<file path="src/hdl/assert_macros.svh">
// -----------------------------------------------------------------------------
// Assertion macros
// Concurrent assertion shorthands used by the RTL of this project (ocso_engine).
// -----------------------------------------------------------------------------
`ifndef ASSERT_MACROS_SVH
`define ASSERT_MACROS_SVH

// The expression must hold at every clock edge outside reset.
`define ASSERT_ALWAYS(lbl, clk, rstn, expr, msg) \
    lbl: assert property (@(posedge clk) disable iff (!rstn) (expr)) else $error(msg);

// The consequent must hold in the same cycle as the antecedent.
`define ASSERT_IMPLY(lbl, clk, rstn, ante, cons, msg) \
    lbl: assert property (@(posedge clk) disable iff (!rstn) (ante) |-> (cons)) else $error(msg);

// The consequent must hold in the cycle after the antecedent.
`define ASSERT_NEXT(lbl, clk, rstn, ante, cons, msg) \
    lbl: assert property (@(posedge clk) disable iff (!rstn) (ante) |=> (cons)) else $error(msg);

`endif

</file>
<file path="src/hdl/ocso_pkg.sv">
`timescale 1ns / 1ps
// -----------------------------------------------------------------------------
// ocso_pkg
// Types, constants and register indexes of the orbit camera offset block.
// -----------------------------------------------------------------------------
package ocso_pkg;

    localparam int ANGLE_BITS_DEF = 16;

    // Configuration port.
    localparam int CFG_IDX_W  = 3;
    localparam int CFG_DATA_W = 16;

    localparam logic [CFG_IDX_W-1:0] CFG_ROTATION_GAIN = 3'd0;
    localparam logic [CFG_IDX_W-1:0] CFG_ZOOM_STEP     = 3'd1;
    localparam logic [CFG_IDX_W-1:0] CFG_MIN_RADIUS    = 3'd2;
    localparam logic [CFG_IDX_W-1:0] CFG_MAX_RADIUS    = 3'd3;
    localparam logic [CFG_IDX_W-1:0] CFG_PITCH_LIMIT   = 3'd4;

    localparam logic [15:0] RST_ROTATION_GAIN = 16'd26702;
    localparam logic [15:0] RST_ZOOM_STEP     = 16'd256;
    localparam logic [15:0] RST_MIN_RADIUS    = 16'd768;
    localparam logic [15:0] RST_MAX_RADIUS    = 16'd12800;
    localparam logic [13:0] RST_PITCH_LIMIT   = 14'd16167;

    localparam logic [13:0] RST_PITCH  = 14'd3129;
    localparam logic [15:0] RST_RADIUS = 16'd7680;

    // Stream widths.
    localparam int S_TDATA_W = 104;
    localparam int M_TDATA_W = 176;

    // Shared multiplier and polynomial sine in Q30.
    localparam int MUL_W  = 33;
    localparam int PROD_W = 2 * MUL_W;
    localparam logic [30:0] SIN_A    = 31'd1686629713;
    localparam logic [30:0] SIN_B    = 31'd688904866;
    localparam logic [30:0] SIN_C    = 31'd76016977;
    localparam logic [31:0] Q30_ONE  = 32'd1073741824;
    localparam int          TRIG_W   = 16;

    typedef struct packed {
        logic [15:0] rotation_gain;
        logic [15:0] zoom_step;
        logic [15:0] min_radius;
        logic [15:0] max_radius;
        logic [13:0] pitch_limit;
    } cfg_t;

    typedef struct packed {
        logic               rotate_held;
        logic signed [11:0] mouse_dx;
        logic signed [11:0] mouse_dy;
        logic signed [1:0]  wheel_dir;
        logic signed [23:0] target_x;
        logic signed [23:0] target_y;
        logic signed [23:0] target_z;
    } item_t;

    typedef struct packed {
        logic signed [23:0] cam_x;
        logic signed [23:0] cam_y;
        logic signed [23:0] cam_z;
        logic signed [17:0] offset_x;
        logic signed [17:0] offset_y;
        logic signed [17:0] offset_z;
        logic [15:0]        yaw_out;
        logic [13:0]        pitch_out;
        logic [15:0]        radius_out;
    } result_t;

    // Handshake between the stream wrapper and the engine.
    typedef struct packed {
        logic start;
        logic out_free;
    } ctl_t;

    typedef struct packed {
        logic idle;
        logic done;
    } stat_t;

    typedef enum logic [3:0] {
        S_IDLE,
        S_DX,
        S_DY,
        S_PIT,
        S_ZZ,
        S_CZ,
        S_ZT,
        S_ZY,
        S_RND,
        S_OY,
        S_RC,
        S_OX,
        S_OZ,
        S_FIN,
        S_DONE
    } state_t;

endpackage

</file>
<file path="src/hdl/ocso_engine.sv">
`timescale 1ns / 1ps
`include "assert_macros.svh"
// -----------------------------------------------------------------------------
// ocso_engine
// Sequencer around one shared multiplier: angle and radius update, four
// polynomial sine evaluations and the offset products of one request.
// -----------------------------------------------------------------------------
module ocso_engine #(
    parameter int ANGLE_BITS = ocso_pkg::ANGLE_BITS_DEF
) (
    input  logic             aclk,
    input  logic             aresetn,
    input  ocso_pkg::cfg_t    cfg,
    input  ocso_pkg::item_t   item,
    input  ocso_pkg::ctl_t    ctl,
    output ocso_pkg::stat_t   stat,
    output ocso_pkg::result_t result
);
    import ocso_pkg::*;

    localparam int Q  = ANGLE_BITS - 2;
    localparam int YW = (ANGLE_BITS > 16) ? ANGLE_BITS : 16;
    localparam int PW = (ANGLE_BITS > 14) ? ANGLE_BITS : 14;
    localparam int DW = (ANGLE_BITS > 20) ? ANGLE_BITS : 20;
    localparam logic [ANGLE_BITS-1:0] QUARTER = ANGLE_BITS'(1) << Q;
    localparam logic [Q:0]            Q_ONE   = {1'b1, {Q{1'b0}}};

    state_t state_reg, state_next;
    logic [1:0] idx_reg, idx_next;

    logic [ANGLE_BITS-1:0] yaw_reg, yaw_next;
    logic [13:0]           pitch_reg, pitch_next;
    logic [15:0]           radius_reg, radius_next;

    logic signed [PROD_W-1:0] prod_reg, prod_next;
    logic signed [MUL_W-1:0]  mul_a, mul_b;

    logic [30:0]              z_reg, z_next;
    logic [30:0]              z2_reg, z2_next;
    logic                     neg_reg, neg_next;
    logic signed [TRIG_W-1:0] trig_reg [4];
    logic signed [TRIG_W-1:0] trig_next [4];
    logic [MUL_W-1:0]         rc_reg, rc_next;
    logic signed [17:0]       ox_reg, ox_next;
    logic signed [17:0]       oy_reg, oy_next;
    logic signed [17:0]       oz_reg, oz_next;

    // Angle update terms.
    logic signed [19:0]    dmove;
    logic signed [DW-1:0]  dyaw_ext;
    logic signed [21:0]    psum;
    logic [13:0]           pitch_clamp;

    // Radius update terms.
    logic signed [17:0]    rsum;
    logic signed [17:0]    rlow;
    logic [15:0]           radius_upd;

    // Quarter-turn folding.
    logic [PW-1:0]         pitch_ext;
    logic [ANGLE_BITS-1:0] ang_base;
    logic [ANGLE_BITS-1:0] ang;
    logic [1:0]            quad;
    logic [Q:0]            fold_u;
    logic [30:0]           z_fold;

    // Polynomial and rounding terms.
    logic [30:0]              t_b;
    logic [30:0]              t_a;
    logic [31:0]              y_raw;
    logic [31:0]              y_sat;
    logic [31:0]              y_rnd;
    logic [14:0]              trig_mag;
    logic signed [TRIG_W-1:0] trig_val;
    logic signed [PROD_W-1:0] rnd14_sum;
    logic signed [PROD_W-1:0] rnd28_sum;
    logic [YW-1:0]            yaw_ext;

    function automatic logic [23:0] sat_add(input logic signed [23:0] t,
                                            input logic signed [17:0] o);
        logic signed [24:0] s;
        begin
            s = 25'(t) + 25'(o);
            if (s[24] != s[23]) begin
                sat_add = s[24] ? 24'h800000 : 24'h7FFFFF;
            end else begin
                sat_add = s[23:0];
            end
        end
    endfunction

    // Shared multiplier with a registered product.
    assign prod_next = mul_a * mul_b;

    // Both angle steps take bits [27:8] of the product, which is floor(v / 256).
    assign dmove    = prod_reg[27:8];
    assign dyaw_ext = DW'(dmove);
    assign psum     = $signed({8'b0, pitch_reg}) + 22'(dmove);

    always_comb begin
        if (psum[21]) begin
            pitch_clamp = '0;
        end else if (psum > $signed({8'b0, cfg.pitch_limit})) begin
            pitch_clamp = cfg.pitch_limit;
        end else begin
            pitch_clamp = psum[13:0];
        end
    end

    // Wheel code 1 zooms in; codes 2 and 3 both zoom out.
    always_comb begin
        if (item.wheel_dir == 2'sb01) begin
            rsum = $signed({2'b0, radius_reg}) - $signed({2'b0, cfg.zoom_step});
        end else begin
            rsum = $signed({2'b0, radius_reg}) + $signed({2'b0, cfg.zoom_step});
        end
        if (rsum < $signed({2'b0, cfg.min_radius})) begin
            rlow = $signed({2'b0, cfg.min_radius});
        end else begin
            rlow = rsum;
        end
        if (rlow > $signed({2'b0, cfg.max_radius})) begin
            radius_upd = cfg.max_radius;
        end else begin
            radius_upd = rlow[15:0];
        end
    end

    // Angle index 0 and 1 use pitch, 2 and 3 yaw; odd ones add a quarter turn.
    assign pitch_ext = PW'(pitch_reg);
    assign ang_base  = idx_reg[1] ? yaw_reg : pitch_ext[ANGLE_BITS-1:0];
    assign ang       = ang_base + (idx_reg[0] ? QUARTER : '0);
    assign quad      = ang[ANGLE_BITS-1:ANGLE_BITS-2];
    assign fold_u    = quad[0] ? (Q_ONE - {1'b0, ang[Q-1:0]}) : {1'b0, ang[Q-1:0]};
    assign z_fold    = 31'(fold_u) << (30 - Q);

    assign t_b      = SIN_B - prod_reg[60:30];
    assign t_a      = SIN_A - prod_reg[60:30];
    assign y_raw    = prod_reg[61:30];
    assign y_sat    = (y_raw > Q30_ONE) ? Q30_ONE : y_raw;
    assign y_rnd    = y_sat + 32'd32768;
    assign trig_mag = y_rnd[30:16];
    assign trig_val = neg_reg ? -$signed({1'b0, trig_mag}) : $signed({1'b0, trig_mag});

    assign rnd14_sum = prod_reg + (PROD_W'(1) << 13);
    assign rnd28_sum = prod_reg + (PROD_W'(1) << 27);

    always_comb begin
        state_next  = state_reg;
        idx_next    = idx_reg;
        yaw_next    = yaw_reg;
        pitch_next  = pitch_reg;
        radius_next = radius_reg;
        z_next      = z_reg;
        z2_next     = z2_reg;
        neg_next    = neg_reg;
        trig_next   = trig_reg;
        rc_next     = rc_reg;
        ox_next     = ox_reg;
        oy_next     = oy_reg;
        oz_next     = oz_reg;
        mul_a       = '0;
        mul_b       = '0;
        case (state_reg)
            S_IDLE: begin
                if (ctl.start) begin
                    state_next = S_DX;
                end
            end
            S_DX: begin
                mul_a = MUL_W'(item.mouse_dx);
                mul_b = MUL_W'(cfg.rotation_gain);
                if (item.wheel_dir != 2'sb00) begin
                    radius_next = radius_upd;
                end
                state_next = S_DY;
            end
            S_DY: begin
                mul_a = MUL_W'(item.mouse_dy);
                mul_b = MUL_W'(cfg.rotation_gain);
                if (item.rotate_held) begin
                    yaw_next = yaw_reg + dyaw_ext[ANGLE_BITS-1:0];
                end
                state_next = S_PIT;
            end
            S_PIT: begin
                if (item.rotate_held) begin
                    pitch_next = pitch_clamp;
                end
                idx_next   = '0;
                state_next = S_ZZ;
            end
            S_ZZ: begin
                z_next     = z_fold;
                neg_next   = quad[1];
                mul_a      = MUL_W'(z_fold);
                mul_b      = MUL_W'(z_fold);
                state_next = S_CZ;
            end
            S_CZ: begin
                z2_next    = prod_reg[60:30];
                mul_a      = MUL_W'(SIN_C);
                mul_b      = MUL_W'(prod_reg[60:30]);
                state_next = S_ZT;
            end
            S_ZT: begin
                mul_a      = MUL_W'(z2_reg);
                mul_b      = MUL_W'(t_b);
                state_next = S_ZY;
            end
            S_ZY: begin
                mul_a      = MUL_W'(z_reg);
                mul_b      = MUL_W'(t_a);
                state_next = S_RND;
            end
            S_RND: begin
                trig_next[idx_reg] = trig_val;
                if (idx_reg == 2'd3) begin
                    state_next = S_OY;
                end else begin
                    idx_next   = idx_reg + 2'd1;
                    state_next = S_ZZ;
                end
            end
            S_OY: begin
                mul_a      = MUL_W'(radius_reg);
                mul_b      = MUL_W'(trig_reg[0]);
                state_next = S_RC;
            end
            S_RC: begin
                oy_next    = rnd14_sum[31:14];
                mul_a      = MUL_W'(radius_reg);
                mul_b      = MUL_W'(trig_reg[1]);
                state_next = S_OX;
            end
            S_OX: begin
                // r * cos(pitch) fits the operand width and feeds both horizontal terms.
                rc_next    = prod_reg[MUL_W-1:0];
                mul_a      = prod_reg[MUL_W-1:0];
                mul_b      = MUL_W'(trig_reg[2]);
                state_next = S_OZ;
            end
            S_OZ: begin
                ox_next    = rnd28_sum[45:28];
                mul_a      = rc_reg;
                mul_b      = MUL_W'(trig_reg[3]);
                state_next = S_FIN;
            end
            S_FIN: begin
                oz_next    = rnd28_sum[45:28];
                state_next = S_DONE;
            end
            S_DONE: begin
                if (ctl.out_free) begin
                    state_next = S_IDLE;
                end
            end
            default: begin
                state_next = S_IDLE;
            end
        endcase
    end

    always_ff @(posedge aclk) begin
        if (!aresetn) begin
            state_reg <= S_IDLE;
        end else begin
            state_reg <= state_next;
        end
    end

    always_ff @(posedge aclk) begin
        if (!aresetn) begin
            idx_reg    <= '0;
            yaw_reg    <= '0;
            pitch_reg  <= RST_PITCH;
            radius_reg <= RST_RADIUS;
        end else begin
            idx_reg    <= idx_next;
            yaw_reg    <= yaw_next;
            pitch_reg  <= pitch_next;
            radius_reg <= radius_next;
        end
    end

    always_ff @(posedge aclk) begin
        prod_reg <= prod_next;
        z_reg    <= z_next;
        z2_reg   <= z2_next;
        neg_reg  <= neg_next;
        trig_reg <= trig_next;
        rc_reg   <= rc_next;
        ox_reg   <= ox_next;
        oy_reg   <= oy_next;
        oz_reg   <= oz_next;
    end

    assign yaw_ext = YW'(yaw_reg);

    always_comb begin
        result.cam_x      = sat_add(item.target_x, ox_reg);
        result.cam_y      = sat_add(item.target_y, oy_reg);
        result.cam_z      = sat_add(item.target_z, oz_reg);
        result.offset_x   = ox_reg;
        result.offset_y   = oy_reg;
        result.offset_z   = oz_reg;
        result.yaw_out    = yaw_ext[15:0];
        result.pitch_out  = pitch_reg;
        result.radius_out = radius_reg;
    end

    assign stat.idle = (state_reg == S_IDLE);
    assign stat.done = (state_reg == S_DONE);

    `ASSERT_IMPLY(a_start_idle, aclk, aresetn, ctl.start, state_reg == S_IDLE, "start while busy")
    `ASSERT_IMPLY(a_radius_cap, aclk, aresetn, (state_reg == S_DY) && (item.wheel_dir != 2'sb00), radius_reg <= cfg.max_radius, "radius above maximum after wheel step")
    `ASSERT_IMPLY(a_pitch_cap, aclk, aresetn, (state_reg == S_ZZ) && (idx_reg == 2'd0) && item.rotate_held, pitch_reg <= cfg.pitch_limit, "pitch above limit after rotate step")
    `ASSERT_IMPLY(a_trig_mag, aclk, aresetn, state_reg == S_RND, trig_mag <= 15'd16384, "sine magnitude above one")
    `ASSERT_NEXT(a_done_release, aclk, aresetn, (state_reg == S_DONE) && ctl.out_free, state_reg == S_IDLE, "result handed over but engine still busy")

endmodule

</file>
<file path="src/hdl/orbit_camera_spherical_offset.sv">
`timescale 1ns / 1ps
// -----------------------------------------------------------------------------
// orbit_camera_spherical_offset
// Orbit camera: updates yaw, pitch and radius per frame and returns the
// spherical offset and the camera position around the target.
// -----------------------------------------------------------------------------
// One request per frame goes in on the s_ side and one result comes out on the
// m_ side. From the acceptance of a request until its result is offered,
// s_tready stays low, so no new request is taken while one is in the engine:
// the single 33 by 33 bit multiplier forms 22 products in turn (two angle
// steps, four sine or cosine evaluations of four products each, four offset
// products), with a rounding step per sine and a few steps for the clamps and
// final sums. A finished result sits in the output register, so the next
// request is taken while it waits for m_tready.
// Configuration writes are meant for times when no request is in flight.
module orbit_camera_spherical_offset #(
    parameter int ANGLE_BITS = ocso_pkg::ANGLE_BITS_DEF
) (
    input  logic                                aclk,
    input  logic                                aresetn,
    // Configuration
    input  logic                                cfg_we,
    input  logic [ocso_pkg::CFG_IDX_W-1:0]      cfg_addr,
    input  logic [ocso_pkg::CFG_DATA_W-1:0]     cfg_wdata,
    // Request stream
    input  logic                                s_tvalid,
    output logic                                s_tready,
    // rotate_held, mouse_dx, mouse_dy, wheel_dir, target_x, target_y, target_z
    input  logic [ocso_pkg::S_TDATA_W-1:0]      s_tdata,
    // Result stream
    output logic                                m_tvalid,
    input  logic                                m_tready,
    // cam_x, cam_y, cam_z, offset_x, offset_y, offset_z, yaw_out, pitch_out,
    // radius_out
    output logic [ocso_pkg::M_TDATA_W-1:0]      m_tdata
);
    import ocso_pkg::*;

    cfg_t    cfg_reg;
    item_t   item_reg;
    result_t out_reg;
    logic    m_valid_reg;

    ctl_t    ctl;
    stat_t   stat;
    result_t result;
    logic    out_free;

    always_ff @(posedge aclk) begin
        if (!aresetn) begin
            cfg_reg.rotation_gain <= RST_ROTATION_GAIN;
            cfg_reg.zoom_step     <= RST_ZOOM_STEP;
            cfg_reg.min_radius    <= RST_MIN_RADIUS;
            cfg_reg.max_radius    <= RST_MAX_RADIUS;
            cfg_reg.pitch_limit   <= RST_PITCH_LIMIT;
        end else if (cfg_we) begin
            case (cfg_addr)
                CFG_ROTATION_GAIN: cfg_reg.rotation_gain <= cfg_wdata;
                CFG_ZOOM_STEP:     cfg_reg.zoom_step     <= cfg_wdata;
                CFG_MIN_RADIUS:    cfg_reg.min_radius    <= cfg_wdata;
                CFG_MAX_RADIUS:    cfg_reg.max_radius    <= cfg_wdata;
                CFG_PITCH_LIMIT:   cfg_reg.pitch_limit   <= cfg_wdata[13:0];
                default: begin
                end
            endcase
        end
    end

    assign s_tready = stat.idle;
    assign out_free = !m_valid_reg || m_tready;

    assign ctl.start    = s_tvalid && s_tready;
    assign ctl.out_free = out_free;

    always_ff @(posedge aclk) begin
        if (ctl.start) begin
            item_reg.rotate_held <= s_tdata[0];
            item_reg.mouse_dx    <= s_tdata[12:1];
            item_reg.mouse_dy    <= s_tdata[24:13];
            item_reg.wheel_dir   <= s_tdata[26:25];
            item_reg.target_x    <= s_tdata[50:27];
            item_reg.target_y    <= s_tdata[74:51];
            item_reg.target_z    <= s_tdata[98:75];
        end
    end

    ocso_engine #(
        .ANGLE_BITS (ANGLE_BITS)
    ) u_engine (
        .aclk    (aclk),
        .aresetn (aresetn),
        .cfg     (cfg_reg),
        .item    (item_reg),
        .ctl     (ctl),
        .stat    (stat),
        .result  (result)
    );

    always_ff @(posedge aclk) begin
        if (!aresetn) begin
            m_valid_reg <= 1'b0;
        end else if (out_free) begin
            m_valid_reg <= stat.done;
        end
    end

    always_ff @(posedge aclk) begin
        if (stat.done && out_free) begin
            out_reg <= result;
        end
    end

    assign m_tvalid = m_valid_reg;
    assign m_tdata  = {4'b0,
                       out_reg.radius_out,
                       out_reg.pitch_out,
                       out_reg.yaw_out,
                       out_reg.offset_z,
                       out_reg.offset_y,
                       out_reg.offset_x,
                       out_reg.cam_z,
                       out_reg.cam_y,
                       out_reg.cam_x};

endmodule
</file>
<file path="config.mk">
export PLATFORM = sky130hd
export DESIGN_NAME = orbit_camera_spherical_offset
export DESIGN_NICKNAME = d
export VERILOG_FILES = /design/src/hdl/ocso_pkg.sv /design/src/hdl/ocso_engine.sv /design/src/hdl/orbit_camera_spherical_offset.sv
export VERILOG_INCLUDE_DIRS = /design/src /design/src/hdl
export SDC_FILE = /design/constraint.sdc
export NUM_CORES = 2
export LEC_CHECK = 0
export ABC_AREA = 1
export CORE_MARGIN = 1
export CORE_UTILIZATION = 57
export DETAILED_ROUTE_END_ITERATION = 8
export DONT_BUFFER_PORTS = 1
export PLACE_DENSITY_LB_ADDON = 0.1
export SETUP_SLACK_MARGIN = 0.02
export SLEW_MARGIN = 10
export SYNTH_ARGS = -nofsm -noshare
export SYNTH_HDL_FRONTEND = slang
export SYNTH_SLANG_ARGS = --single-unit
</file>
<file path="constraint.sdc">
create_clock -name aclk -period 11.62 [get_ports aclk]
set_input_delay 0.581 -clock aclk [delete_from_list [all_inputs] [get_ports aclk]]
set_output_delay 0.581 -clock aclk [all_outputs]
set_load 0.005 [all_outputs]
</file>
==> summary.md <==
| Metric | Value |
|---|---|
| Flip-flop and latch count after synthesis | `662` |
| Clock latency on the worst-skew pair | `640 ps` |
| Initial antenna violation count | `17` |
| CTS Buffer Depth | `3` |
| Die Wd | `~360 um` |
| Slew @ Worst Pin | `about 1200 ps` |
| IO Pins | `approximately 300` |
| Number of global-route vias before repair | `roughly 56k` |
| GR Util All Layers | `36.94%` |
| Final Util | `about three fifths` |
| Outcome | `finished clean` |
| Root Driver | `clkbuf_16` |
| Max Slew Vio Count | `0` |
| Yosys Warn Count | `0` |
| Register area | `between 15,000 and 20,000 sq um` |
| First-pass GRT wire length | `348,500 um` |
| Final hold vios | `0` |
| Drt pass-1 iters | `6` |
| Total congestion overflow | `0` |
| Clock transition at the registers of the reported paths | `~70 ps` |
| Pleak | `between 30 and 40 nW` |
| R2R cell count | `36` |
| Worst path most repeated cell | `fa_1` |
| Critical Path RT | `around 12,000 ps` |
| Final wirelength | `approximately 230,000 um` |
| Area grow syn2layout | `5.644%` |
| # DRC | `0` |
| Hold WC Path Type | `input pin to flop` |
| Worst Setup End Kind | `flop` |
| Final Critical Period | `around 11,000 ps` |
| Via count | `approximately 55k` |
| Syn Inst Count | `roughly 8.1k` |
| Starting Density | `between 50% and 60%` |
| Core area | `124,300 sq um` |
| RSZ-0062 raised after global routing | `false` |
| Final Skew | `31.68 ps` |
| Antenna viol nets, final | `0` |
| TritonCTS clock tree | `yes` |
| Number of max-cap violations | `0` |
| Max reg flops | `172` |
| Area after DPL | `73,490 sq um` |
| Async set-reset flop share out of synthesis | `0%` |
| Post-CTS Setup Inserts | `0` |
| Crit share post-route | `93.38%` |
| Port Buffer Count | `0` |
| Most common flop cell mapped by yosys | `edfxtp_1` |
| Wire per inst | `approximately 24 um` |
| Multi-input logic area | `45,690 sq um` |
| Layout cells sized above 1 | `roughly 5.2%` |
| Number of synthesized flops with an enable pin | `between 400 and 500` |
| Initial DRC Count | `5,222` |
| # placed instances | `between 9k and 10k` |
| Final Non-Filler Cells | `between 9k and 10k` |
| Worst VDD drop | `0.0001119 V` |
| Hold depth | `0` |
| Critical Path AT | `between 10,000 and 15,000 ps` |
| Full die area | `127,300 sq um` |
| Commonest non-fill, non-tap cells in the layout | `1,752 x inv_1, 1,576 x nand2_1, 1,107 x fa_1, 590 x nor2_1, 469 x edfxtp_1` |
| Most common cell after layout, fill and taps aside | `inv_1` |
| Final HPWL DP | `185,000 um` |
| GP Congestion | `around 1.0` |
| CTS H-tree depth | `3` |
| Syn_area_per_cell | `8.872 sq um` |
| Post-synthesis cell area | `71,780 sq um` |
| CP max-delay cell | `nor2_4` |
| Number of buffers created by CTS | `66` |
| CTS resizes | `0` |
| # hold bufs at CTS | `0` |
| # nets final | `9,639` |
| Relative slew margins | `19.63%` |
| Crit-path max FO | `41` |
| Setup TNS | `0 ps` |
| # setup viols final | `0` |
| Crit path largest cell delay | `between 600 and 700 ps` |
| Yosys cell types | `between 70 and 80` |
| Setup CP Type | `flop to flop` |
| Fill cells | `around 11k` |
| Core Rows | `between 100 and 150` |
| Pwr/cell area | `roughly 170 nW/um^2` |
| DR vias/cell | `roughly 5.7` |
| Clock sinks | `662` |
| Post-synthesis sequential area ratio | `about a quarter` |
| Largest net degree at the start of global routing | `roughly 140` |
| Startpoint types | `flop` |
| Die height | `356.9 um` |
| Achievable frequency | `between 90 and 100 MHz` |
| Final Cell Area | `around 76,000 sq um` |
critical path, delay by kind of cell (launching register included):
| kind | cells | cell delay (ps) |
|---|---|---|
| AND/OR/NAND/NOR | 9 | 1890 |
| adder cells (fa/ha/maj) | 9 | 4410 |
| buffers and inverters | 11 | 2100 |
| flip-flops | 1 | 350 |
| AO/OA/AOI/OAI | 7 | 1910 |
cell families (layout without fill, tap and decap cells):
kind of cell	after synthesis	count (layout)	synth area share [%]
xor+xnor	226	226	2.758
buf+inv	2099	2060	11.48
compound gates	958	958	7.680
fa+ha+maj	1509	1509	37.88
simple gates	2633	2633	15.17
mux	2	2	0.02789
other cells	1	14	0.005224
flops	662	662	25.00
cell type report:
| class | count | area share, % |
|---|---|---|
| antenna | 10 | 0.03300 |
| clock buffer | 81 | 2.298 |
| clock inverter | 39 | 0.7491 |
| inverter | 1813 | 8.991 |
| multi-input combinational | 5332 | 60.25 |
| sequential | 662 | 23.67 |
| tap | 1637 | 2.701 |
| timing repair buffer | 127 | 1.307 |
final timing paths:
path | start | end | slack [ps]
setup / recovery | u_engine.state_reg[0] | u_engine.prod_reg[61] | 770
hold / removal | s_tdata[31] | item_reg[52] | 40
setup reg to reg | u_engine.state_reg[0] | u_engine.prod_reg[61] | 770
hold reg to reg | u_engine.prod_reg[7] | u_engine.rc_reg[7] | 440
layer usage:
metal  routed length, um  global-route usage, %  up-vias
met5                  86                      0        -
met4               10170                  14.92       12
met3               21720                  7.418      477
met2              109300                  60.78     2562
met1               90900                  47.97    27620
li1                    -                      -    24680
cell usage after synthesis, drive strengths merged, types with 9 or more instances:
library cell / n / share of area, %
nand4: 54 / 0.49
a211oi: 9 / 0.11
xnor2: 73 / 0.89
o2111ai: 10 / 0.12
o21ai: 362 / 2.6
buf: 164 / 1.3
a22o: 20 / 0.24
a21oi: 373 / 2.6
o22ai: 10 / 0.087
and3: 13 / 0.11
xor2: 153 / 1.9
fa: 1107 / 31
a21o: 14 / 0.15
nand2: 1623 / 8.6
o21bai: 20 / 0.23
clkbuf: 122 / 0.64
o211ai: 31 / 0.33
edfxtp: 469 / 20
nand3: 211 / 1.6
nor2: 631 / 3.5
a31oi: 26 / 0.25
clkinv: 17 / 0.092
nor3: 60 / 0.47
ha: 402 / 7.0
dfxtp: 193 / 5.4
inv: 1796 / 9.4
nor4: 17 / 0.16
o21a: 13 / 0.14
or2: 12 / 0.10
a221oi: 28 / 0.34
stage by stage:
step | power (mW) | hold slack, ps | worst slack, ps
final | 12.88 | 38.33 | 769.8
after global placement | 10.35 | 422.0 | 1080
after CTS | 12.80 | 6.691 | 998.9
after detailed placement | 10.45 | 426.7 | 1058
after floorplan | 7.971 | 402.9 | 2898
after global routing | 13.75 | 16.45 | 442.3
where the power goes:
group          leakage, nW  internal, mW  switching, mW
Combinational         29.5          2.28           5.00
Clock                 1.13          1.35          0.975
Sequential            5.86          2.91          0.370
(Power assumes the default switching activity.)
